### config.mk
export PLATFORM = sky130hd
export DESIGN_NAME = gpio_edge_interrupt_controller
export DESIGN_NICKNAME = d
export VERILOG_FILES = /design/src/geic_pkg.sv /design/src/geic_core.sv /design/src/gpio_edge_interrupt_controller.sv
export SDC_FILE = /design/constraint.sdc
export NUM_CORES = 1
export LEC_CHECK = 0
export BUFFER_PORTS_ARGS = -buffer_cell sky130_fd_sc_hd__buf_2
export CORE_MARGIN = 1.5
export CORE_UTILIZATION = 60
export CTS_CLUSTER_SIZE = 28
export DETAILED_ROUTE_END_ITERATION = 10
export MAX_ROUTING_LAYER = met4
export PLACE_DENSITY_LB_ADDON = 0.25
export SLEW_MARGIN = 20
export SYNTH_ARGS = -nofsm -noshare
export SYNTH_HDL_FRONTEND = slang
export SYNTH_HIERARCHICAL = 1
export SYNTH_SLANG_ARGS = --single-unit
### constraint.sdc
create_clock -name clk_i -period 4.7 [get_ports clk_i]
set_input_delay 0.47 -clock clk_i [delete_from_list [all_inputs] [get_ports clk_i]]
set_output_delay 0.47 -clock clk_i [all_outputs]
set_load 0.01 [all_outputs]
### src/geic_pkg.sv
package geic_pkg;

  // line and port counts
  localparam int NUM_LINES = 16;
  localparam int NUM_PORTS = 11;

  // field widths
  localparam int LINE_W    = 16;
  localparam int SEL_W     = 8;
  localparam int OFF_W     = 6;
  localparam int DATA_W    = 32;
  localparam int PORT_W    = 4;
  localparam int IRQ_W     = 7;
  localparam int PORT_CMP_W = PORT_W + 1;

  // item kinds carried on tuser
  typedef enum logic [1:0] {
    ACT_READ   = 2'd0,
    ACT_WRITE  = 2'd1,
    ACT_SAMPLE = 2'd2
  } action_e;

  // register word offsets
  localparam logic [OFF_W-1:0] OFF_RISE_EN   = 6'd0;
  localparam logic [OFF_W-1:0] OFF_FALL_EN   = 6'd1;
  localparam logic [OFF_W-1:0] OFF_RISE_PEND = 6'd3;
  localparam logic [OFF_W-1:0] OFF_FALL_PEND = 6'd4;
  localparam logic [OFF_W-1:0] OFF_PORT_SEL  = 6'd24;
  localparam logic [OFF_W-1:0] OFF_IRQ_MASK  = 6'd32;
  localparam logic [OFF_W-1:0] OFF_EVT_MASK  = 6'd33;

  // one input item
  typedef struct packed {
    action_e             action;
    logic [OFF_W-1:0]    reg_offset;
    logic [DATA_W-1:0]   write_data;
    logic [PORT_W-1:0]   port_index;
    logic [LINE_W-1:0]   port_levels;
  } item_t;

  // one result item
  typedef struct packed {
    logic [LINE_W-1:0] event_pulses;
    logic [IRQ_W-1:0]  irq_lines;
    logic [DATA_W-1:0] read_data;
  } result_t;

endpackage

### src/geic_core.sv
module geic_core (
  input  logic              clk_i,
  input  logic              rst_ni,
  input  logic              accept_i,
  input  geic_pkg::item_t   item_i,
  output geic_pkg::result_t res_o
);

  logic [geic_pkg::LINE_W-1:0] rise_en_q, rise_en_d;
  logic [geic_pkg::LINE_W-1:0] fall_en_q, fall_en_d;
  logic [geic_pkg::LINE_W-1:0] rise_pend_q, rise_pend_d;
  logic [geic_pkg::LINE_W-1:0] fall_pend_q, fall_pend_d;
  logic [geic_pkg::LINE_W-1:0] irq_mask_q, irq_mask_d;
  logic [geic_pkg::LINE_W-1:0] evt_mask_q, evt_mask_d;
  logic [geic_pkg::LINE_W-1:0] prev_q, prev_d;
  logic [geic_pkg::SEL_W-1:0]  line_port_q [geic_pkg::NUM_LINES];
  logic [geic_pkg::SEL_W-1:0]  line_port_d [geic_pkg::NUM_LINES];

  logic                        is_read, is_write, is_sample, port_ok, sel_word;
  logic [geic_pkg::LINE_W-1:0] wr_low, line_hit, rise_hit, fall_hit, active;
  logic [geic_pkg::DATA_W-1:0] rdata;

  // item decode
  assign is_read   = (item_i.action == geic_pkg::ACT_READ);
  assign is_write  = (item_i.action == geic_pkg::ACT_WRITE);
  assign is_sample = (item_i.action == geic_pkg::ACT_SAMPLE);
  assign port_ok   = ({1'b0, item_i.port_index} <
                      geic_pkg::PORT_CMP_W'(geic_pkg::NUM_PORTS));
  assign sel_word  = (item_i.reg_offset[geic_pkg::OFF_W-1:2] ==
                      geic_pkg::OFF_PORT_SEL[geic_pkg::OFF_W-1:2]);
  assign wr_low    = item_i.write_data[geic_pkg::LINE_W-1:0];

  // per-line edge detection for lines mapped to the sampled port
  always_comb begin
    for (int i = 0; i < geic_pkg::NUM_LINES; i++) begin
      line_hit[i] = is_sample && port_ok &&
                    (line_port_q[i] == {4'b0, item_i.port_index});
      rise_hit[i] = line_hit[i] && item_i.port_levels[i] && !prev_q[i] && rise_en_q[i];
      fall_hit[i] = line_hit[i] && !item_i.port_levels[i] && prev_q[i] && fall_en_q[i];
      prev_d[i]   = line_hit[i] ? item_i.port_levels[i] : prev_q[i];
    end
  end

  // register writes and pending updates
  always_comb begin
    rise_en_d   = rise_en_q;
    fall_en_d   = fall_en_q;
    irq_mask_d  = irq_mask_q;
    evt_mask_d  = evt_mask_q;
    rise_pend_d = rise_pend_q | rise_hit;
    fall_pend_d = fall_pend_q | fall_hit;
    for (int i = 0; i < geic_pkg::NUM_LINES; i++) begin
      line_port_d[i] = line_port_q[i];
    end
    if (is_write) begin
      case (item_i.reg_offset)
        geic_pkg::OFF_RISE_EN:   rise_en_d   = wr_low;
        geic_pkg::OFF_FALL_EN:   fall_en_d   = wr_low;
        geic_pkg::OFF_RISE_PEND: rise_pend_d = rise_pend_q & ~wr_low;
        geic_pkg::OFF_FALL_PEND: fall_pend_d = fall_pend_q & ~wr_low;
        geic_pkg::OFF_IRQ_MASK:  irq_mask_d  = wr_low;
        geic_pkg::OFF_EVT_MASK:  evt_mask_d  = wr_low;
        default: begin
          if (sel_word) begin
            for (int k = 0; k < 4; k++) begin
              line_port_d[{item_i.reg_offset[1:0], 2'(k)}] =
                item_i.write_data[k*geic_pkg::SEL_W +: geic_pkg::SEL_W];
            end
          end
        end
      endcase
    end
  end

  // bus read mux
  always_comb begin
    rdata = '0;
    if (is_read) begin
      case (item_i.reg_offset)
        geic_pkg::OFF_RISE_EN:   rdata = {16'b0, rise_en_q};
        geic_pkg::OFF_FALL_EN:   rdata = {16'b0, fall_en_q};
        geic_pkg::OFF_RISE_PEND: rdata = {16'b0, rise_pend_q};
        geic_pkg::OFF_FALL_PEND: rdata = {16'b0, fall_pend_q};
        geic_pkg::OFF_IRQ_MASK:  rdata = {16'b0, irq_mask_q};
        geic_pkg::OFF_EVT_MASK:  rdata = {16'b0, evt_mask_q};
        default: begin
          if (sel_word) begin
            for (int k = 0; k < 4; k++) begin
              rdata[k*geic_pkg::SEL_W +: geic_pkg::SEL_W] =
                line_port_q[{item_i.reg_offset[1:0], 2'(k)}];
            end
          end
        end
      endcase
    end
  end

  // result, interrupts taken from the updated state
  assign active = (rise_pend_d | fall_pend_d) & irq_mask_d;

  always_comb begin
    res_o.read_data    = rdata;
    res_o.irq_lines    = {|active[15:10], |active[9:5], active[4:0]};
    res_o.event_pulses = (rise_hit | fall_hit) & evt_mask_q;
  end

  // state registers
  always_ff @(posedge clk_i or negedge rst_ni) begin
    if (!rst_ni) begin
      rise_en_q   <= '0;
      fall_en_q   <= '0;
      rise_pend_q <= '0;
      fall_pend_q <= '0;
      irq_mask_q  <= '0;
      evt_mask_q  <= '0;
      prev_q      <= '0;
      for (int i = 0; i < geic_pkg::NUM_LINES; i++) begin
        line_port_q[i] <= '0;
      end
    end else if (accept_i) begin
      rise_en_q   <= rise_en_d;
      fall_en_q   <= fall_en_d;
      rise_pend_q <= rise_pend_d;
      fall_pend_q <= fall_pend_d;
      irq_mask_q  <= irq_mask_d;
      evt_mask_q  <= evt_mask_d;
      prev_q      <= prev_d;
      for (int i = 0; i < geic_pkg::NUM_LINES; i++) begin
        line_port_q[i] <= line_port_d[i];
      end
    end
  end

endmodule

### src/gpio_edge_interrupt_controller.sv
// External interrupt edge controller for 16 GPIO lines. Each input item is a
// bus read, a bus write (tuser selects the kind) or one sample of a port's 16
// pin levels; each item gives exactly one result item holding read data, the
// seven interrupt lines (pending AND mask, after this item's update) and the
// per-line event pulses. The block takes one item per clock: all 16 lines are
// handled in parallel in one pass of logic from the accepted item into the
// result register, so a result is valid in the cycle after its item is accepted,
// and a stalled result only holds off new items while it is still not taken.
module gpio_edge_interrupt_controller (
  input  logic        clk_i,
  input  logic        rst_ni,
  input  logic        s_axis_tvalid,
  output logic        s_axis_tready,
  // reg_offset[5:0], write_data[37:6], port_index[41:38], port_levels[57:42],
  // zero fill [63:58]
  input  logic [63:0] s_axis_tdata,
  // action[1:0]
  input  logic [1:0]  s_axis_tuser,
  output logic        m_axis_tvalid,
  input  logic        m_axis_tready,
  // read_data[31:0], irq_lines[38:32], event_pulses[54:39], zero fill [55]
  output logic [55:0] m_axis_tdata
);

  geic_pkg::item_t   item;
  geic_pkg::result_t res, res_q;
  logic              in_acc, out_valid_q, out_valid_d;

  // unpack the input item
  always_comb begin
    item.action      = geic_pkg::action_e'(s_axis_tuser);
    item.reg_offset  = s_axis_tdata[5:0];
    item.write_data  = s_axis_tdata[37:6];
    item.port_index  = s_axis_tdata[41:38];
    item.port_levels = s_axis_tdata[57:42];
  end

  assign s_axis_tready = !out_valid_q || m_axis_tready;
  assign in_acc        = s_axis_tvalid && s_axis_tready;

  geic_core u_core (
    .clk_i    (clk_i),
    .rst_ni   (rst_ni),
    .accept_i (in_acc),
    .item_i   (item),
    .res_o    (res)
  );

  // result register
  assign out_valid_d = in_acc || (out_valid_q && !m_axis_tready);

  always_ff @(posedge clk_i or negedge rst_ni) begin
    if (!rst_ni) begin
      out_valid_q <= 1'b0;
    end else begin
      out_valid_q <= out_valid_d;
    end
  end

  always_ff @(posedge clk_i) begin
    if (in_acc) begin
      res_q <= res;
    end
  end

  assign m_axis_tvalid = out_valid_q;
  assign m_axis_tdata  = {1'b0, res_q.event_pulses, res_q.irq_lines, res_q.read_data};

  // every accepted item shows up as a result in the next cycle
  a_result_follows: assert property (@(posedge clk_i) disable iff (!rst_ni)
    in_acc |=> m_axis_tvalid)
    else $error("accepted item gave no result");

  // an empty result register never blocks the input
  a_ready_when_empty: assert property (@(posedge clk_i) disable iff (!rst_ni)
    !out_valid_q |-> s_axis_tready)
    else $error("input stalled with empty result register");

  // only samples produce event pulses
  a_events_from_sample: assert property (@(posedge clk_i) disable iff (!rst_ni)
    (in_acc && item.action != geic_pkg::ACT_SAMPLE) |=> (res_q.event_pulses == '0))
    else $error("event pulse on a bus item");

  // only reads return data
  a_data_from_read: assert property (@(posedge clk_i) disable iff (!rst_ni)
    (in_acc && item.action != geic_pkg::ACT_READ) |=> (res_q.read_data == '0))
    else $error("read data on a non-read item");

endmodule

; Yosys cells after proc, flatten, opt, wreduce, memory -nomap -nowiden
; Index checks and enable logic that the tools add are counted.
[word_totals]
reg_bits = 296
in_bits = 70
output_inout_bits = 58
wordCells = 301
[op_classes]
n_eq_ne = 24
bitwise = 14
reduce_logical = 180
order_cmp = 9
mux = 32
[ops]
columns = cell, count
row1 = bitwise mux 128 bit, 4
row2 = case mux 32 bit (6 select lines), 1
row3 = binary-select mux 8 bit (select 4 bit), 4
row4 = demux 8 bit (select 4 bit), 4
row5 = equality test 8 x 4 -> 1 bit, 16
row6 = logical AND 1 bit, 119
row7 = 2-to-1 mux 16 bit, 6
row8 = 2-to-1 mux 8 bit, 12
row9 = bitwise AND 16 bit, 4
row10 = OR 16 bit, 4
row11 = zero test 1 bit, 34
row12 = 2-to-1 mux 32 bit, 1
row13 = AND reduction 2 bit, 16
row14 = >= comparator 5 bit (second input constant), 4
row15 = less-than comparator 5 x 1 -> 1 bit (second input constant), 4
row16 = inverter 4 -> 5 bit, 4
row17 = inverter 16 bit, 1
row18 = equality test 6 bit (second input constant), 2
row19 = OR reduction 6 bit, 2
row20 = AND reduction 3 bit, 3
row21 = equality test 6 x 1 -> 1 bit (second input constant), 1
row22 = equality test 6 x 2 -> 1 bit (second input constant), 1
row23 = equality test 6 x 3 -> 1 bit (second input constant), 1
row24 = zero test 6 bit, 1
row25 = 9 further kinds, 10

; Depth between registers and ports, before layout
[depth]
word_depth = 12
depth_mapped = 8
ltp_nobuf = 6

; Cells and area by module
; Netlist, hierarchy kept.
[modules_own_cells]
columns = module, cells_per_inst, instances, seq_area_each_um2, area_per_inst_um2
row1 = geic_core, 1162, 1, 6005.8, 13157.6
row2 = gpio_edge_interrupt_controller, 61, 1, 1676.6, 1716.6

; Worst setup path before layout
; No wires, ideal clock.
[synth_path]
path_kind = input-to-reg
startpoint = input s_axis_tdata[3]
endpoint = register res_q, in the netlist m_axis_tdata[38] (data pin)
required_ps = 4428
path_slack_ps = 2194
setup_time_ps = 272
t_arrival_ps = 2234
stages = 7
cell_sequence = or4_1 -> buf_2 -> nor3_4 -> a21boi_1 -> a31oi_1 -> o22ai_1 -> or4_1
[synth_rtl]
columns = item, line
row1 = from (decl), gpio_edge_interrupt_controller.sv:16  ; input logic [63:0] s_axis_tdata,
row2 = to (signal assigned), gpio_edge_interrupt_controller.sv:62  ; res_q <= res;
row3 = to (decl), gpio_edge_interrupt_controller.sv:26  ; geic_pkg::result_t res, res_q;

; Worst setup path after layout
[layout_path]
startpoint = input s_axis_tuser[1]
endpoint = register u_core/prev_q[6] in the netlist's numbering
[layout_between]
elab_chain_len = 4
[layout_rtl]
columns = item, line
row1 = from (decl), gpio_edge_interrupt_controller.sv:18  ; input logic [1:0] s_axis_tuser,
row2 = equality test 2 bit, geic_core.sv:26  ; assign is_sample = (item_i.action == geic_pkg::ACT_SAMPLE);
row3 = logical AND 1 bit (2 in a row), geic_core.sv:36  ; line_hit[i] = is_sample && port_ok &&
row4 = AND reduction 2 bit (no line), n/a
row5 = to (signal assigned), geic_core.sv:127  ; prev_q <= prev_d;
row6 = to (decl), geic_core.sv:15  ; logic [geic_pkg::LINE_W-1:0] prev_q, prev_d;
; Every way passes these cells.
; A chain may end at the register's enable or synchronous reset.

==> metrics <==
total routed wirelength=~42000 um; IR drop worst, VDD=0.278 mV; number of optimization iterations in the first detailed-route pass=5; final-stage net count=roughly 1400; Placeable Area=about 24000 um2; Worst slew margin=between 30% and 40%; setup TNS after final layout=0 ns; Period minus WS final=around 3.1 ns; die outline height=160 um; Met2 Wirelength=19300 um; Remaining Overflow, GRT=0; CTS Hold Buffers Added=1; synthesized instance count=between 1000 and 1500; detailed-route wire length per cell=between 20 and 25 um; status=completed; number of routed nets with antenna violations=0; final setup violating endpoints=0; DP Area=~16000 um2; largest cells by area after synthesis=dfrtp_1, mux2_2, edfxtp_1; Placer Congestion=0.954; path type of the worst min-delay path=input pin to flop; number of violations of the max-capacitance limit=0; leading cell type by number of instances after synthesis=dfrtp_1; Cell variety after synth=between 60 and 70; data arrival time of the critical path=about 3.6 ns; clock net sink count=between 200 and 300; cell at the root of the clock tree=clkbuf_16; post-cts repair resize count=0; Crit path required time=around 5.1 ns; Starting Density=about three fifths; met1 wire length=about 17000 um; standby leakage power=between 7 and 8 nW; area growth from synthesis to layout=13.1%; setup skew after layout=between 0.01 and 0.015 ns; area of all placed cells without fillers=16800 um2; share of layout cells above drive strength 1=roughly 34%; Met3 Wirelength=3810 um; warnings from Yosys=6; Filler Cells Inserted=1750; ports placed on the boundary=between 100 and 150; sequential share of the synthesized area=between 50% and 60%; final critical-path share of the clock period=about two thirds; critical path's slowest cell=a21boi_2; cell-by-cell listing of the critical path=buf_2 -> nor2b_1 -> a21boi_2 -> and2_1 -> nand4_1 -> mux2_2; total power consumption of the routed design=between 5 and 6 mW; initial antenna violation count=5; power density of the placed cells=approximately 340 nW/um2; cell class contributing the biggest share of worst-path delay=simple AND/OR/NAND/NOR gates; fraction of registers with async set or reset after synthesis=81.4%; clock tree from TritonCTS=built; Slowest Stage Delay on Critical Path=~0.9 ns; most used flip-flop cell after synthesis=dfrtp_1; Post-Synthesis Mean Instance Area=~12 um2; Clock Pin Slew Worst Setup and Hold Paths=approximately 0.060 ns; vias=~11000; Buf+Inv Stages, Crit Path=1; post-synthesis register bit count=296; number of rows in the core area=57; final-report hold violation count=0; cell area after synthesis=about 15000 um2; die width=around 160 um; final count of pins violating max slew=0; number of enable-type register cells in the synthesized netlist=55; top-area cell type share of the netlist area=about two fifths; most area-hungry cell type in the Yosys netlist=dfrtp_1; via count of the first global-routing pass=between 10000 and 15000; Num CTS Buffers=31; worst-path fanout max=13; max frequency=approximately 320 MHz; wire length of the first global-routing pass=between 60000 and 70000 um; crit path capture type=flop; Clock Tree Buf Depth=3; maximum level of the CTS H-tree=1; Worst Max-Slew Pin Slew=0.994 ns; initial detailed-routing violation count=between 1000 and 1500; GR Util All Layers=approximately a third; kind of critical path=input pin to flop; multi-input gate area in the final layout=approximately 7000 um2; I/O Buffers=120; number of buffers inserted to repair setup after CTS=0; post-detailed-route DRC marker count=0; highest metal used=met4; area taken by flip-flops and latches=7680 um2; startpoint type of the worst setup path=input pin; Skew-Pair Late Insertion Delay=0.57 ns; RSZ-0062 raised after global routing=false; Detail Placement HPWL=28100 um; net count after synthesis=around 1300; synth cell count leaders=dfrtp_1, mux2_2, nand2_1; pin count of the biggest net entering global routing=~110; Die Outline Area=~26000 um2; detailed-route vias per instance=about 6.6
## power by group
group / switching [mW] / total [mW] / internal, mW / leakage, nW
logic: 0.316 / 0.517 / 0.201 / 3.29
clock network: 1.02 / 2.36 / 1.34 / 0.484
registers: 0.0813 / 2.81 / 2.73 / 3.86
## stage by stage
stage               instances  worst slack (ns)  hold slack (ns)  util, %
global route             1676              1.62            0.121     69.2
floorplan                1223              2.19            0.174        -
CTS                      1671              1.75            0.105     69.1
global placement         1613              1.19            0.492     65.0
finish                   1676              1.59            0.114     69.2
detailed placement       1613              1.18            0.487     65.0
## worst reg2reg max path, cell delays in order, from the launching register on
cell and delay, ns:
dfrtp_1 0.40, nor4_1 0.72, nand2_1 0.10, nor3b_1 0.71, a21oi_1 0.16, o21ai_0 0.30
a211o_1 0.23
## final cells by class
| cell class | count | area share, % |
|---|---|---|
| multi-input combinational | 834 | 40.6 |
| timing repair buffer | 152 | 5.22 |
| sequential | 296 | 45.7 |
| clock buffer | 34 | 4.80 |
| tap | 324 | 2.41 |
| clock inverter | 23 | 1.03 |
| inverter | 8 | 0.179 |
| antenna | 5 | 0.0744 |
## logic make-up (layout without fill, tap and decap cells)
group | Yosys count | in the layout | synth area share (%)
flops | 296 | 296 | 51.6
compound gates | 218 | 218 | 10.1
buf+inv | 93 | 217 | 2.50
mux | 255 | 255 | 21.6
xor+xnor | 64 | 64 | 3.77
other cells | 1 | 6 | 0.0252
simple gates | 296 | 296 | 10.3
## routing by layer
metal  track usage (%)  vias up
met5                 -        -
met4              16.0        0
met3              5.37      148
met2              51.5      610
met1              45.3     5584
li1                  -     4790
## registers in the layout, summed over array words and instances, names as in the netlist
register	flops
u_core/rise_en_q	16
u_core/evt_mask_q	16
u_core/rise_pend_q	16
m_axis_tvalid	1
u_core/line_port_q	128
m_axis_tdata	55
u_core/fall_en_q	16
u_core/prev_q	16
u_core/irq_mask_q	16
u_core/fall_pend_q	16
## cell usage in the layout, fill, tap and decap left out, types with 12 or more instances in the layout
master	n
nand4_1	13
mux2_2	209
and2_1	20
nand2_1	98
nor4_1	21
a22oi_1	38
edfxtp_1	55
buf_2	119
clkinv_2	12
a31oi_1	17
nor3_1	18
nand3_1	16
xor2_1	32
xnor2_1	32
a32oi_1	18
a21oi_1	47
nor2b_1	15
buf_4	29
a221oi_1	16
mux4_2	32
clkbuf_16	31
dfrtp_1	241
o21ai_0	30
nor2_1	49
## worst paths after layout
check	startpoint	end	slack, ns	cells past startpoint
min	s_axis_tvalid	m_axis_tvalid$_DFF_PN0_	0.11	2
max reg2reg	u_core/line_port_q[76]$_DFFE_PN0P_	m_axis_tdata[37]$_DFFE_PP_	1.95	6
min in group asynchronous	rst_ni	m_axis_tvalid$_DFF_PN0_	0.45	2
min reg2reg	u_core/fall_pend_q[8]$_DFFE_PN0P_	u_core/fall_pend_q[8]$_DFFE_PN0P_	0.53	1
max	s_axis_tuser[1]	u_core/prev_q[6]$_DFFE_PN0P_	1.59	6
max in group asynchronous	rst_ni	u_core/evt_mask_q[13]$_DFFE_PN0P_	3.03	3
Power figures use the tool's default switching activity.
